$ cat config.mk
export PLATFORM = sky130hd
export DESIGN_NAME = vcl_queue
export DESIGN_NICKNAME = d
export VERILOG_FILES = /design/src/design/vcl_pkg.sv /design/src/design/vcl_queue.sv
export SDC_FILE = /design/constraint.sdc
export NUM_CORES = 1
export LEC_CHECK = 0
export CAP_MARGIN = 25
export CORE_MARGIN = 1.5
export CORE_UTILIZATION = 63
export DETAILED_ROUTE_END_ITERATION = 7
export DONT_BUFFER_PORTS = 1
export MAX_ROUTING_LAYER = met4
export PLACE_DENSITY = 0.79
export SLEW_MARGIN = 40
export SYNTH_ARGS = -nofsm -noshare
export SYNTH_HDL_FRONTEND = slang
export SYNTH_SLANG_ARGS = --single-unit
$ cat constraint.sdc
create_clock -name clk -period 10 [get_ports clk]
set_input_delay 2.5 -clock clk [delete_from_list [all_inputs] [get_ports clk]]
set_output_delay 2.5 -clock clk [all_outputs]
set_load 0.05 [all_outputs]
$ cat src/design/vcl_pkg.sv
// Shared types, constants and the sine table generator for the L1 Voronoi
// color lookup core. No dependencies.
package vcl_pkg;

  localparam int MAX_SEEDS_DEF    = 128;
  localparam int SINE_ENTRIES_DEF = 256;
  localparam int QDEPTH           = 2;
  localparam int SIN_W            = 10;
  localparam int DIST_W           = 19;

  localparam logic KIND_LOAD  = 1'b0;
  localparam logic KIND_QUERY = 1'b1;

  localparam logic [3:0] CFG_BOX_MIN_X  = 4'd0;
  localparam logic [3:0] CFG_BOX_MAX_X  = 4'd1;
  localparam logic [3:0] CFG_BOX_MIN_Y  = 4'd2;
  localparam logic [3:0] CFG_BOX_MAX_Y  = 4'd3;
  localparam logic [3:0] CFG_BOX_MIN_Z  = 4'd4;
  localparam logic [3:0] CFG_BOX_MAX_Z  = 4'd5;
  localparam logic [3:0] CFG_NOISE_RATE = 4'd6;
  localparam logic [3:0] CFG_SEED_COUNT = 4'd7;

  localparam logic signed [13:0] OUTSIDE_COLOR = 14'sd4096;
  localparam logic [15:0] QUARTER_TURN = 16'd16384;

  localparam longint unsigned A1 = 64'd26353589;
  localparam longint unsigned A3 = 64'd10837479;
  localparam longint unsigned A5 = 64'd1337020;
  localparam longint unsigned A7 = 64'd78547;

  typedef struct packed {
    logic signed [15:0] box_min_x;
    logic signed [15:0] box_max_x;
    logic signed [15:0] box_min_y;
    logic signed [15:0] box_max_y;
    logic signed [15:0] box_min_z;
    logic signed [15:0] box_max_z;
    logic [15:0]        noise_rate;
    logic [7:0]         seed_count;
  } cfg_t;

  typedef struct packed {
    logic               kind;
    logic signed [15:0] pos_x;
    logic signed [15:0] pos_y;
    logic signed [15:0] pos_z;
    logic [6:0]         slot;
    logic [11:0]        seed_red;
    logic [11:0]        seed_green;
    logic [11:0]        seed_blue;
    logic               in_box;
    logic [15:0]        ph_x;
    logic [15:0]        ph_y;
    logic [15:0]        ph_z;
  } item_t;

  typedef struct packed {
    logic full;
    logic empty;
  } q_stat_t;

  // 0.1*sin in Q12 for an angle t in 1/65536 turns; elaboration only.
  function automatic logic signed [SIN_W-1:0] sine_value(input longint unsigned t);
    longint unsigned q;
    longint unsigned r;
    longint unsigned z;
    longint unsigned z2;
    longint unsigned p;
    longint unsigned s;
    longint          v;
    q  = (t >> 14) & 64'd3;
    r  = t & 64'd16383;
    z  = q[0] ? (64'd16384 - r) : r;
    z2 = (z * z + 64'd8192) >> 14;
    p  = A7;
    p  = A5 - ((p * z2) >> 14);
    p  = A3 - ((p * z2) >> 14);
    p  = A1 - ((p * z2) >> 14);
    s  = (p * z) >> 14;
    v  = longint'((s + 64'd20480) / 64'd40960);
    if (q[1]) begin
      v = -v;
    end
    return SIN_W'(v);
  endfunction

endpackage

$ cat src/design/vcl_queue.sv
// Short FIFO that decouples the front end from the search engine.
// Depends on vcl_pkg.
module vcl_queue (
  input  logic             clk,
  input  logic             rst_n,
  input  logic             push,
  input  vcl_pkg::item_t   push_item,
  input  logic             pop,
  output vcl_pkg::item_t   head,
  output vcl_pkg::q_stat_t q_stat
);

  localparam int PW = (vcl_pkg::QDEPTH > 1) ? $clog2(vcl_pkg::QDEPTH) : 1;
  localparam int CW = $clog2(vcl_pkg::QDEPTH + 1);

  vcl_pkg::item_t mem_r [vcl_pkg::QDEPTH];
  logic [PW-1:0]  wr_ptr_r;
  logic [PW-1:0]  rd_ptr_r;
  logic [CW-1:0]  cnt_r;

  assign head         = mem_r[rd_ptr_r];
  assign q_stat.full  = (cnt_r == CW'(vcl_pkg::QDEPTH));
  assign q_stat.empty = (cnt_r == '0);

  always_ff @(posedge clk) begin
    if (push) begin
      mem_r[wr_ptr_r] <= push_item;
    end
  end

  always_ff @(posedge clk) begin
    if (!rst_n) begin
      wr_ptr_r <= '0;
      rd_ptr_r <= '0;
      cnt_r    <= '0;
    end else begin
      if (push) begin
        wr_ptr_r <= (wr_ptr_r == PW'(vcl_pkg::QDEPTH - 1)) ? '0 : wr_ptr_r + 1'b1;
      end
      if (pop) begin
        rd_ptr_r <= (rd_ptr_r == PW'(vcl_pkg::QDEPTH - 1)) ? '0 : rd_ptr_r + 1'b1;
      end
      if (push && !pop) begin
        cnt_r <= cnt_r + 1'b1;
      end else if (pop && !push) begin
        cnt_r <= cnt_r - 1'b1;
      end
    end
  end

endmodule

-- Word-level counts from Yosys, hierarchy flattened
Memories as Yosys holds them, arrays and structs flattened. A register that Yosys moved wholly into a read port is not among the register bits.
Index checks and enable logic that the tools add are counted.
- $add $sub $neg: 4
- equality and inequality tests: 1
- multiplexer cells: 8
- reductions and logical operators: 6
- operators by type and width (kind ; number):
    1-bit two-way mux ; 6
    2-bit two-way mux ; 2
    1-bit adder, second input constant ; 2
    2-bit by 1-bit adder with 2-bit output, second input constant ; 1
    2-bit == test, second input constant ; 1
    1-bit logical AND ; 2
    1-bit logical NOT ; 2
    2-bit logical NOT ; 1
    2-bit nonzero test ; 1
    2-bit by 1-bit subtractor with 2-bit output, second input constant ; 1
- bits in registers: 4
- RAM bits: 282
- input bits: 145
- output and inout bits: 143
- memories: 1
- memory list (memory ; words ; bits a word ; rd ports ; clocked after memory_dff ; wr ports ; RTL line ; RTL):
    mem_r ; 2 ; 141 ; 1 ; 1 ; 1 ; vcl_queue.sv:16 ; vcl_pkg::item_t mem_r [vcl_pkg::QDEPTH];

-- Depth between registers and ports, before layout
- depth in word-level cells: 4
- mapped depth: 5
- depth with buffers taken out: 5

-- Least setup slack after synthesis
Ideal clock, no wire load.
- path type: in2reg
- start: input port push
- end: memory mem_r[0][0] in the netlist's numbering (enable)
- library setup time: 660 ps
- arrival: 8634 ps
- required time: 9340 ps
- setup slack: 706 ps
- stages on the path: 1
- buffers on the path: 0
- path through: nor2b_1
- cells in the longest elaborated chain, start to end: 2
- RTL lines (element ; RTL line ; RTL):
    from (decl) ; vcl_queue.sv:6 ; input logic push,
    1-bit two-way mux ; vcl_queue.sv:26 ; if (push) begin
    1-bit two-way mux (implied by the code) ; vcl_queue.sv:27 ; mem_r[wr_ptr_r] <= push_item;
    to (decl) ; vcl_queue.sv:16 ;
Every way passes these cells.

==> PnR_summary.wiki <==
{| class="wikitable"
! Metric !! Value
|-
| Number of hold buffers added after CTS || 0
|-
| Synthesis-stage register bit count || 287
|-
| Clock Tree Buf Depth || 3
|-
| Worst hold path startpoint || cnt_r[1]
|-
| Fin nets || 628
|-
| Via Count || 4186
|-
| Area growth from synthesis to layout || 10.61%
|-
| TritonCTS Buffers || 28
|-
| Leading cell type in the layout, fill and taps excluded || sky130_fd_sc_hd__edfxtp_1
|-
| Fin Setup TNS || 0 ns
|-
| Post-layout instance count excluding filler cells || 722
|-
| Type of element capturing the critical path || primary output
|-
| Total Routing Usage GR || 19.99%
|-
| Post-route cell area || 11910 um^2
|-
| Setup Skew || 0.006497 ns
|-
| Count of antenna diodes in the layout || 0
|-
| CTS Sinks || 287
|-
| Via density per instance || 5.798
|-
| Most frequent cells in the layout || 282 x sky130_fd_sc_hd__edfxtp_1, 90 x sky130_fd_sc_hd__mux2_4, 51 x sky130_fd_sc_hd__mux2_2
|-
| Avg Cell Area, Syn || 23.35 um^2
|-
| Arrival time worst endpoint || 3.10 ns
|-
| Worst-path maximum fanout || 55
|-
| Clock transition at path regs || 0.06 ns
|-
| Final routed wire length divided by cell count || 24.50 um
|-
| Clock latency on the worst-skew pair || 0.51 ns
|-
| Setup-violating endpoint count in the final report || 0
|-
| Length in cells of the worst reg-to-reg path || 3
|-
| Global-route wire length before repair || 25620 um
|-
| Setup WS pre-CTS || 4.669 ns
|-
| Type of the setup path with the least slack || reg -> out
|-
| Maximum level of the CTS H-tree || 1
|-
| Final period util || 56.04%
|-
| Vias in the first global route || 4344
|-
| Relative slew margins || 49.95%
|-
| Count of instances resized after the clock tree is built || 0
|-
| Cells after synthesis || 461
|-
| Antenna violations before repair || 0
|-
| Area leader, netlist || sky130_fd_sc_hd__edfxtp_1
|-
| Die Footprint || 17880 um^2
|-
| Initial drt markers || 286
|-
| Ratio of total power to cell area || 237.4 nW/um^2
|-
| # DRC || 0
|-
| Internal reg-to-reg setup slack || 8.05 ns
|-
| Cell Area, Placed || 10960 um^2
|-
| Starting Density || 64.68%
|-
| Pins over their slew limit || 0
|-
| Number of nets produced by synthesis || 607
|-
| Number of port buffers || 0
|-
| Number of endpoints with negative hold slack in the final report || 0
|-
| Run status || finished clean
|-
| Placer's final routability congestion estimate || 0.8089
|-
| I/O pins || 288
|-
| HPWL after detailed placement || 11870 um
|-
| Main area contributors after synthesis || sky130_fd_sc_hd__edfxtp_1 79%, sky130_fd_sc_hd__mux2_4 13%, sky130_fd_sc_hd__mux2_2 5.3%, sky130_fd_sc_hd__buf_6 1.0%, sky130_fd_sc_hd__dfxtp_1 0.93%
|-
| Worst Hold End || cnt_r[1]
|-
| Leakage || 0.004111 uW
|-
| Setup repair after global routing missed its margin || no
|-
| Fraction of synthesized cell area taken by the top area cell type || 78.67%
|-
| Number of nets with antenna violations after detailed routing || 0
|-
| Worst Slack Setup Final || 4.396 ns
|-
| R2R Path End || mem_r[0][104]
|-
| Clock tree from TritonCTS || built
|-
| Total congestion overflow || 0
|-
| Final routed wirelength across all metal layers || 17690 um
|-
| Area of the mapped netlist || 10760 um^2
|-
| Share of final-layout standard cells stronger than drive strength 1 || 38.84%
|-
| Floorplan Core Area || 16640 um^2
|-
| Number of max-cap violations || 0
|-
| Number of placed instances, taps included || 671
|-
| Min-delay worst type || reg -> reg
|-
| R2r startpoint || wr_ptr_r
|-
| Post-layout min period || 5.604 ns
|-
| Vertical die dimension || 133.7 um
|-
| Overall die width || 133.7 um
|-
| Max IR drop VDD || 0.0001617 V
|-
| Worst hold path cell count || 2
|-
| Synth warnings || 0
|-
| Post-CTS Repair Setup Buffers || 0
|-
| Maximum number of pins on one net before global-route repair || 72
|-
| Crit start category || flip-flop
|-
| Unique masters post-synth || 19
|-
| Portion of the post-synthesis area used by sequential elements || 79.60%
|-
| Row Count || 47
|-
| Data required time of the critical path || 7.50 ns
|-
| Detailed-router iteration count before antenna repair || 4
|-
| Max Clock Freq || 0.1784 GHz
|-
| Worst-margin pin slew || 0.7508 ns
|-
| CTS root buf || sky130_fd_sc_hd__clkbuf_16
|-
| Final core utilization || 71.54%
|}
-- layer usage --
| layer | wire length [um] | global-route usage [%] |
|---|---|---|
| met1 | 6335 | 22.94 |
| met2 | 8979 | 32.59 |
| met3 | 2097 | 9.209 |
| met4 | 276 | 4.046 |
| met5 | 0 | - |
-- critical path, cell delays in order (launching register included) --
cell and delay [ns]:
sky130_fd_sc_hd__dfxtp_4 0.82, sky130_fd_sc_hd__buf_6 0.57, sky130_fd_sc_hd__buf_4 0.68, sky130_fd_sc_hd__mux2_4 0.44
-- area by class of cell --
class	count	area, um^2
Tap cell	220	275.3
Clock buffer	38	779.5
Inverter	1	3.754
Sequential cell	287	8572
Multi-Input combinational cell	157	2052
Clock inverter	12	140.1
Fill cell	926	4736
Timing Repair Buffer	7	83.83
-- where the power goes --
part	internal, uW	switching (uW)	leakage, uW	total, uW
Clock	622	399	0.000450	1020
Combinational	98.5	290	0.000973	388
Sequential	1390	25.8	0.00269	1420
Total	2110	714	0.00411	2830
-- stage by stage --
stage	total power, uW	hold WS [ns]
3_3_place_gp	1825	0.4905
3_5_place_dp	1834	0.5625
6_report	2827	0.5722
2_1_floorplan	1812	0.4737
5_1_grt	2910	0.6003
4_1_cts	2851	0.5814
-- Yosys cell counts --
cell type / count
sky130_fd_sc_hd__o21ai_0: 1
sky130_fd_sc_hd__buf_2: 5
sky130_fd_sc_hd__mux2_2: 51
sky130_fd_sc_hd__nor2b_1: 2
sky130_fd_sc_hd__edfxtp_1: 282
sky130_fd_sc_hd__and2_1: 4
sky130_fd_sc_hd__o21a_1: 1
sky130_fd_sc_hd__and2b_1: 1
sky130_fd_sc_hd__mux2_4: 90
sky130_fd_sc_hd__xor2_1: 2
sky130_fd_sc_hd__inv_1: 1
sky130_fd_sc_hd__or3_1: 1
sky130_fd_sc_hd__dfxtp_1: 5
sky130_fd_sc_hd__nor2_1: 1
sky130_fd_sc_hd__xnor2_1: 1
sky130_fd_sc_hd__buf_6: 10
sky130_fd_sc_hd__buf_8: 1
sky130_fd_sc_hd__a21boi_0: 1
sky130_fd_sc_hd__ha_1: 1
-- state kept, by name (all words and copies together), names as in the netlist, named ones only --
| register | flops |
|---|---|
| cnt_r | 2 |
| mem_r | 282 |
| rd_ptr_r | 1 |
| wr_ptr_r | 1 |
-- how the worst max path moves through the flow --
stage	from	to	slack, ns	depth (start not counted)
2_1_floorplan	push	mem_r[0][0]	0.71	1
5_1_grt	flip-flop	head[36]	4.21	3
4_1_cts	flip-flop	head[68]	4.12	3
6_report	flip-flop	head[108]	4.40	3
3_3_place_gp	flip-flop	head[30]	4.74	3
3_5_place_dp	flip-flop	head[68]	4.67	3
-- kinds of logic (layout without fill, tap and decap cells) --
kind of cell    count (synthesis)  after routing  share of synthesized area (%)
compound gates                  3              3                         0.1860
xor+xnor                        3              3                         0.2441
fa+ha+maj                       1              1                         0.1162
buf+inv                        17             58                          1.453
flops                         287            287                          79.60
mux                           141            141                          17.89
simple gates                    9              9                         0.5114
Note: power is estimated with default switching activity, not from simulation.
