[src/design/vcl_pkg.sv]
// Shared types, constants and the sine table generator for the L1 Voronoi
// color lookup core. No dependencies.
package vcl_pkg;

  localparam int MAX_SEEDS_DEF    = 128;
  localparam int SINE_ENTRIES_DEF = 256;
  localparam int QDEPTH           = 2;
  localparam int SIN_W            = 10;
  localparam int DIST_W           = 19;

  localparam logic KIND_LOAD  = 1'b0;
  localparam logic KIND_QUERY = 1'b1;

  localparam logic [3:0] CFG_BOX_MIN_X  = 4'd0;
  localparam logic [3:0] CFG_BOX_MAX_X  = 4'd1;
  localparam logic [3:0] CFG_BOX_MIN_Y  = 4'd2;
  localparam logic [3:0] CFG_BOX_MAX_Y  = 4'd3;
  localparam logic [3:0] CFG_BOX_MIN_Z  = 4'd4;
  localparam logic [3:0] CFG_BOX_MAX_Z  = 4'd5;
  localparam logic [3:0] CFG_NOISE_RATE = 4'd6;
  localparam logic [3:0] CFG_SEED_COUNT = 4'd7;

  localparam logic signed [13:0] OUTSIDE_COLOR = 14'sd4096;
  localparam logic [15:0] QUARTER_TURN = 16'd16384;

  localparam longint unsigned A1 = 64'd26353589;
  localparam longint unsigned A3 = 64'd10837479;
  localparam longint unsigned A5 = 64'd1337020;
  localparam longint unsigned A7 = 64'd78547;

  typedef struct packed {
    logic signed [15:0] box_min_x;
    logic signed [15:0] box_max_x;
    logic signed [15:0] box_min_y;
    logic signed [15:0] box_max_y;
    logic signed [15:0] box_min_z;
    logic signed [15:0] box_max_z;
    logic [15:0]        noise_rate;
    logic [7:0]         seed_count;
  } cfg_t;

  typedef struct packed {
    logic               kind;
    logic signed [15:0] pos_x;
    logic signed [15:0] pos_y;
    logic signed [15:0] pos_z;
    logic [6:0]         slot;
    logic [11:0]        seed_red;
    logic [11:0]        seed_green;
    logic [11:0]        seed_blue;
    logic               in_box;
    logic [15:0]        ph_x;
    logic [15:0]        ph_y;
    logic [15:0]        ph_z;
  } item_t;

  typedef struct packed {
    logic full;
    logic empty;
  } q_stat_t;

  // 0.1*sin in Q12 for an angle t in 1/65536 turns; elaboration only.
  function automatic logic signed [SIN_W-1:0] sine_value(input longint unsigned t);
    longint unsigned q;
    longint unsigned r;
    longint unsigned z;
    longint unsigned z2;
    longint unsigned p;
    longint unsigned s;
    longint          v;
    q  = (t >> 14) & 64'd3;
    r  = t & 64'd16383;
    z  = q[0] ? (64'd16384 - r) : r;
    z2 = (z * z + 64'd8192) >> 14;
    p  = A7;
    p  = A5 - ((p * z2) >> 14);
    p  = A3 - ((p * z2) >> 14);
    p  = A1 - ((p * z2) >> 14);
    s  = (p * z) >> 14;
    v  = longint'((s + 64'd20480) / 64'd40960);
    if (q[1]) begin
      v = -v;
    end
    return SIN_W'(v);
  endfunction

endpackage

[src/design/vcl_front.sv]
// Front end: registers input items, tests the box and forms noise phases.
// Depends on vcl_pkg.
module vcl_front (
  input  logic             clk,
  input  logic             rst_n,
  input  logic             in_tvalid,
  output logic             in_tready,
  input  logic [95:0]      in_tdata,
  input  logic [0:0]       in_tuser,
  input  vcl_pkg::cfg_t    cfg,
  input  vcl_pkg::q_stat_t q_stat,
  output logic             push,
  output vcl_pkg::item_t   push_item
);

  logic               stg_valid_r;
  logic               stg_kind_r;
  logic signed [15:0] stg_x_r;
  logic signed [15:0] stg_y_r;
  logic signed [15:0] stg_z_r;
  logic [6:0]         stg_slot_r;
  logic [35:0]        stg_color_r;
  logic               accept;
  logic signed [32:0] prod_x;
  logic signed [32:0] prod_y;
  logic signed [32:0] prod_z;
  logic               in_box;

  assign push      = stg_valid_r && !q_stat.full;
  assign in_tready = !stg_valid_r || !q_stat.full;
  assign accept    = in_tvalid && in_tready;

  always_ff @(posedge clk) begin
    if (!rst_n) begin
      stg_valid_r <= 1'b0;
    end else if (accept) begin
      stg_valid_r <= 1'b1;
    end else if (push) begin
      stg_valid_r <= 1'b0;
    end
  end

  always_ff @(posedge clk) begin
    if (accept) begin
      stg_kind_r  <= in_tuser[0];
      stg_x_r     <= in_tdata[15:0];
      stg_y_r     <= in_tdata[31:16];
      stg_z_r     <= in_tdata[47:32];
      stg_slot_r  <= in_tdata[54:48];
      stg_color_r <= in_tdata[90:55];
    end
  end

  assign prod_x = $signed({1'b0, cfg.noise_rate}) * stg_x_r;
  assign prod_y = $signed({1'b0, cfg.noise_rate}) * stg_y_r;
  assign prod_z = $signed({1'b0, cfg.noise_rate}) * stg_z_r;

  assign in_box = (stg_x_r >= cfg.box_min_x) && (stg_x_r <= cfg.box_max_x) &&
                  (stg_y_r >= cfg.box_min_y) && (stg_y_r <= cfg.box_max_y) &&
                  (stg_z_r >= cfg.box_min_z) && (stg_z_r <= cfg.box_max_z);

  always_comb begin
    push_item            = '0;
    push_item.kind       = stg_kind_r;
    push_item.pos_x      = stg_x_r;
    push_item.pos_y      = stg_y_r;
    push_item.pos_z      = stg_z_r;
    push_item.slot       = stg_slot_r;
    push_item.seed_red   = stg_color_r[11:0];
    push_item.seed_green = stg_color_r[23:12];
    push_item.seed_blue  = stg_color_r[35:24];
    push_item.in_box     = in_box;
    push_item.ph_x       = prod_x[23:8];
    // cos channel: shift the y phase by a quarter turn
    push_item.ph_y       = prod_y[23:8] + vcl_pkg::QUARTER_TURN;
    push_item.ph_z       = prod_z[23:8];
  end

endmodule

[config.mk]
export PLATFORM = sky130hd
export DESIGN_NAME = vcl_front
export DESIGN_NICKNAME = d
export VERILOG_FILES = /design/src/design/vcl_pkg.sv /design/src/design/vcl_front.sv
export SDC_FILE = /design/constraint.sdc
export NUM_CORES = 2
export LEC_CHECK = 0
export ABC_AREA = 1
export BUFFER_PORTS_ARGS = -buffer_cell sky130_fd_sc_hd__clkbuf_2
export CAP_MARGIN = 10
export CORE_ASPECT_RATIO = 0.7
export CORE_UTILIZATION = 30
export CTS_CLUSTER_SIZE = 24
export DETAILED_ROUTE_END_ITERATION = 6
export GPL_TIMING_DRIVEN = 0
export SYNTH_ARGS = -nofsm -noshare
export SYNTH_HDL_FRONTEND = slang
export SYNTH_SLANG_ARGS = --single-unit
export TNS_END_PERCENT = 30
[constraint.sdc]
create_clock -name clk -period 9.85 [get_ports clk]
set_clock_uncertainty 0.2 [all_clocks]
set_input_delay 1.4775 -clock clk [delete_from_list [all_inputs] [get_ports clk]]
set_output_delay 1.4775 -clock clk [all_outputs]
set_load 0.02 [all_outputs]
== Word-level counts from Yosys, hierarchy flattened ==
Cells that the tools add are included.
W data, S select, Z words.
Storage, ports and cells
  flip-flop bits (word level): 93
  latch bits: 0
  RAM bits: 0
  memory bits (read-only): 0
  output and inout bits: 143
  logic and storage cells: 30
  memories: 0
Cells by class
  add/sub/neg operators: 1
  multiply operators: 3
  div/mod/pow operators: 0
  $lt $le $gt $ge: 6
  equality and inequality tests: 0
  shifts and indexed selects: 0
  muxes and demuxes: 2
  bitwise logic cells: 0
  reduce and logical (&&, ||, !) cells: 11
Operators with widths (count)
  $mul A17 B16 Y24: 3
  $ge A16 B16 Y1: 3
  $le A16 B16 Y1: 3
  $add A16 B15 Y16 const B: 1
  $logic_and A1 B1 Y1: 7
  $logic_not A1 Y1: 2
  $mux W1: 2
  $reduce_bool A2 Y1: 1
  $logic_or A1 B1 Y1: 1

== Longest topological paths before layout ==
  depth after elaboration: 6
  depth in mapped cells: 30
  depth with buffers taken out: 27

== Worst setup path after synthesis ==
No wires, ideal clock.
  path type: input to output
  from: in cfg[18] (netlist name)
  to: out push_item[31] (netlist name)
  arrival time: 6.809 ns
  path slack: 1.364 ns
  cell stages on the path: 22
  cell sequence: buf_2 clkbuf_1 clkbuf_1 nand2_1 fa_1 fa_1 fa_1 inv_1 fa_1 fa_1 inv_1 fa_1 inv_1 ha_1 nand2_1 nor4_1 nand3_1 nand3_1 nand2_1 nand2_1 nand3_1 nand2_1
RTL lines
  start, declared: RTL line vcl_front.sv:10  | input vcl_pkg::cfg_t cfg,
  end, declared: RTL line vcl_front.sv:13  | output vcl_pkg::item_t push_item

==> out/results.tsv <==
stage	metric	value	unit
timing	clock.fmax	0.103	GHz
global_routing	top_usage_layer	met1	
yosys	syn_area	0.0285	mm^2
yosys	ys_ff_latch	93	
placement	dp.cells	5333	
clock_tree	cts_buffers	9	
worst_setup_path	crit_fanout	10	
clock_tree	cts.sinks	93	
floorplan	die_area	0.0963	mm^2
clock_tree	cts_root_buf	clkbuf_16	
min_path	whs_endpoint	stg_valid_r$_SDFFE_PN0P_	
job	maxCapViolCount	0	
floorplan	start_util	30.3	%
yosys	syn-num-nets	4798	
finish	syn_to_final_growth	12.8	%
placement	place_area	0.0318	mm^2
floorplan	die_y	260	um
clock_tree	cts_buffer_depth	2	
route	remaining_drc_errors	0	
floorplan	fp-row-count	94	
global_routing	grt_use_met1	30.9	%
worst_setup_path	critPathMostFrequentCell	fa_1	
placement	gp_congestion	0.997	
clock_tree	cts_tree	done	
route	post_drt_wl_per_cell	19.3	um
placement	dp_hpwl	87.6	mm
min_path	min_path_type	register to register	
global_routing	antenna_found_initial	8	
route	first_iter_violations	2200	
worst_setup_path	crit_chain	clkbuf_1, clkbuf_1, nand2_1, inv_1, fa_1, fa_1, fa_1, inv_1, fa_1, fa_1, fa_1, inv_1, ha_1, nand2_1, nor3_1, nor3b_1, nand3_1, nand3_1, xor2_1, clkbuf_2	
finish	drive_gt1_share	10.0	%
yosys	yosys-top-cells-area	fa_1 35%, inv_1 16%, ha_1 14%	
global_routing	use_met2	30.5	%
route	vias_per_cell	4.56	
global_routing	grt_max_degree	32	
yosys	muxShareOfSynthArea	0	%
yosys	yosysWarnings	0	
placement	port_buffers	337	
floorplan	io_pins	365	
clock_tree	post-cts-setup-buffers	0	
min_path	min-delay-start	stg_valid_r$_SDFFE_PN0P_	
timing	slew_viol_final	0	
yosys	ys_seq_area_share	9.76	%
worst_setup_path	timing.rr.end	stg_z_r[2]$_DFFE_PP_	
global_routing	grt_pass1_wl	154	mm
clock_tree	clock_latency	0.41	ns
worst_setup_path	critPathSlowestCell	clkbuf_1	
floorplan	core_area	0.0941	mm^2
worst_setup_path	max_stage_delay	0.98	ns
yosys	synth_cells	3745	
yosys	synthXorXnorAreaFrac	1.94	%
min_path	whs_path_depth	2	
clock_tree	clk_pin_slew_worst_paths	0.08	ns
global_routing	met3_usage	9.48	%
run_status	status	completed	
worst_setup_path	path_buf_inv	6	
finish	nets	5147	
timing	period_minus_slack	9.72	ns
global_routing	grt_usage	21.8	%
yosys	ys.flop_type	edfxtp_1	
yosys	yosysUniqueCellTypes	40	
floorplan	die_w	370	um
timing	final_hold_viol_count	0	
timing	worstMarginPinSlew	1.26	ns
worst_setup_path	r2r_setup_slack	7.99	ns
yosys	yosysTopAreaCell	fa_1	
route	drt-total-wl	103	mm
worst_setup_path	rr_worst_depth	2	
worst_setup_path	cpLargestDelayFamily	adder cells	
worst_setup_path	reg2reg_from	stg_valid_r$_SDFFE_PN0P_	
yosys	synth_largest_type_area_fraction	35.4	%
route	dr.pass1.iters	6	
yosys	synthAdderAreaFrac	49.8	%
worst_setup_path	start_kind	input port	
route	ant_nets	0	
worst_setup_path	cp_data_arrival_time	8.04	ns
timing	finalCritPeriodShare	98.7	%
timing	rsz0062_at_grt	yes	
yosys	synth-compound-area-share	3.66	%
worst_setup_path	end_kind	primary output	
route	vias	24400	
clock_tree	htreeDepth	3	
yosys	async_reset_ff_share	0	%
timing	setup_viol	0	
timing	relSlewSlack	15.9	%
yosys	synth.avg_cell_area	7.61	um^2
global_routing	grt_pass1_vias	24700	
worst_setup_path	cp_data_required_time	8.17	ns
yosys	synth_edf_count	92	
global_routing	overflow	0	
timing	tns	0	ns
worst_setup_path	setup.worst_path.class	input port to primary output	
finish	fin_cells	5348	
yosys	synth-simple-area-share	16.8	%
finish	final_cell_area	0.0322	mm^2
worst_setup_path	cp-startpoint	cfg[21]	
yosys	synth_top_family_by_area	adder cells	
worst max path at each step:
stage | end | depth (start not counted) | slack (ns)
2_1_floorplan | push_item[31] | 22 | 1.36
3_3_place_gp | push_item[15] | 21 | -0.14
3_5_place_dp | push_item[15] | 21 | -0.14
4_1_cts | push_item[47] | 25 | 0.06
5_1_grt | push_item[46] | 20 | -0.05
6_report | push_item[46] | 20 | 0.13
metrics by stage:
step / worst slack (ns) / hold WS [ns] / util (%)
global placement: -0.142 / 0.298 / 33.7
global route: -0.0543 / 0.396 / 34.2
detailed placement: -0.138 / 0.338 / 33.8
CTS: 0.0564 / 0.350 / 34.1
finish: 0.130 / 0.346 / 34.2
floorplan: 1.36 / 0.427 / -
layer usage:
layer / up-vias / routed length [um] / share of wire [%]
met4: 4 / 1780 / 1.7
met5: - / 27 / 0.026
li1: 11400 / - / -
met3: 94 / 14300 / 14
met2: 1148 / 40400 / 39
met1: 11700 / 46500 / 45
tightest hold or removal path, cell delays in order (launching register included):
cell	delay, ns
dfxtp_1	0.35
nand2_1	0.08
a21boi_0	0.07
cells in the mapped netlist (4+ instances only):
| library cell | n |
|---|---|
| inv_1 | 1223 |
| nand3_1 | 86 |
| fa_1 | 504 |
| xnor2_1 | 25 |
| buf_2 | 12 |
| o21bai_1 | 12 |
| o21ai_0 | 37 |
| a21o_1 | 6 |
| a31oi_1 | 9 |
| nor3_1 | 22 |
| nand2_1 | 955 |
| o21a_1 | 4 |
| edfxtp_1 | 92 |
| a21oi_1 | 101 |
| ha_1 | 327 |
| nand4_1 | 15 |
| a211oi_1 | 5 |
| buf_1 | 29 |
| clkbuf_1 | 98 |
| nor2_1 | 103 |
| nand3b_1 | 6 |
| xor2_1 | 38 |
registers in the layout, indices dropped and copies added (netlist names):
name,count
stg_color_r,36
stg_x_r,16
stg_y_r,16
stg_z_r,16
stg_slot_r,7
stg_kind_r,1
stg_valid_r,1
what timing repair did:
item,CTS,global route
hold buffers,0,0
endpoints found under the setup margin,4,19
gates resized for setup,0,42
hold endpoints to repair,0,0
final cells by class:
| type | instances | area [um^2] |
|---|---|---|
| diodes | 1 | 2.50 |
| plain buffers | 143 | 613 |
| clock buffers | 9 | 225 |
| clock inverters | 7 | 76.3 |
| fillers | 10100 | 61900 |
| inverters | 1224 | 4590 |
| multi-input cells | 2283 | 20600 |
| flip-flops and latches | 93 | 2780 |
| well taps | 1248 | 1560 |
| repair buffers | 340 | 1750 |
logic make-up after synthesis:
group           count (synthesis)
buf+inv                      1369
fa+ha+maj                     831
flops                          93
simple gates                 1204
compound gates                185
xor+xnor                       63
layout by cell type (no fill, tap or decap), types with 3 or more instances in the layout:
| master | instances |
|---|---|
| edfxtp_1 | 92 |
| buf_1 | 8 |
| buf_4 | 3 |
| fa_1 | 504 |
| nor4_1 | 3 |
| buf_12 | 3 |
| xor2_1 | 38 |
| a21o_1 | 6 |
| nand3_1 | 86 |
| xnor2_1 | 25 |
| nand2_2 | 3 |
| nand4_1 | 15 |
| and3_1 | 3 |
| nand2_1 | 955 |
| clkdlybuf4s15_1 | 3 |
| buf_2 | 12 |
| o21bai_1 | 12 |
| clkbuf_1 | 92 |
| a21boi_0 | 3 |
| a211oi_1 | 5 |
| clkbuf_16 | 9 |
| a21oi_1 | 100 |
| nor3_1 | 22 |
| inv_1 | 1223 |
| o21a_1 | 4 |
| o21ai_0 | 37 |
| nand3b_1 | 6 |
| nor2_1 | 103 |
| ha_1 | 327 |
| o21ai_2 | 3 |
| nor3_2 | 3 |
| clkbuf_2 | 362 |
| a31oi_1 | 9 |
Power is left out: the tool's default activity adds up to more than one toggle a clock period on the data nets, which glitch-free logic cannot reach.
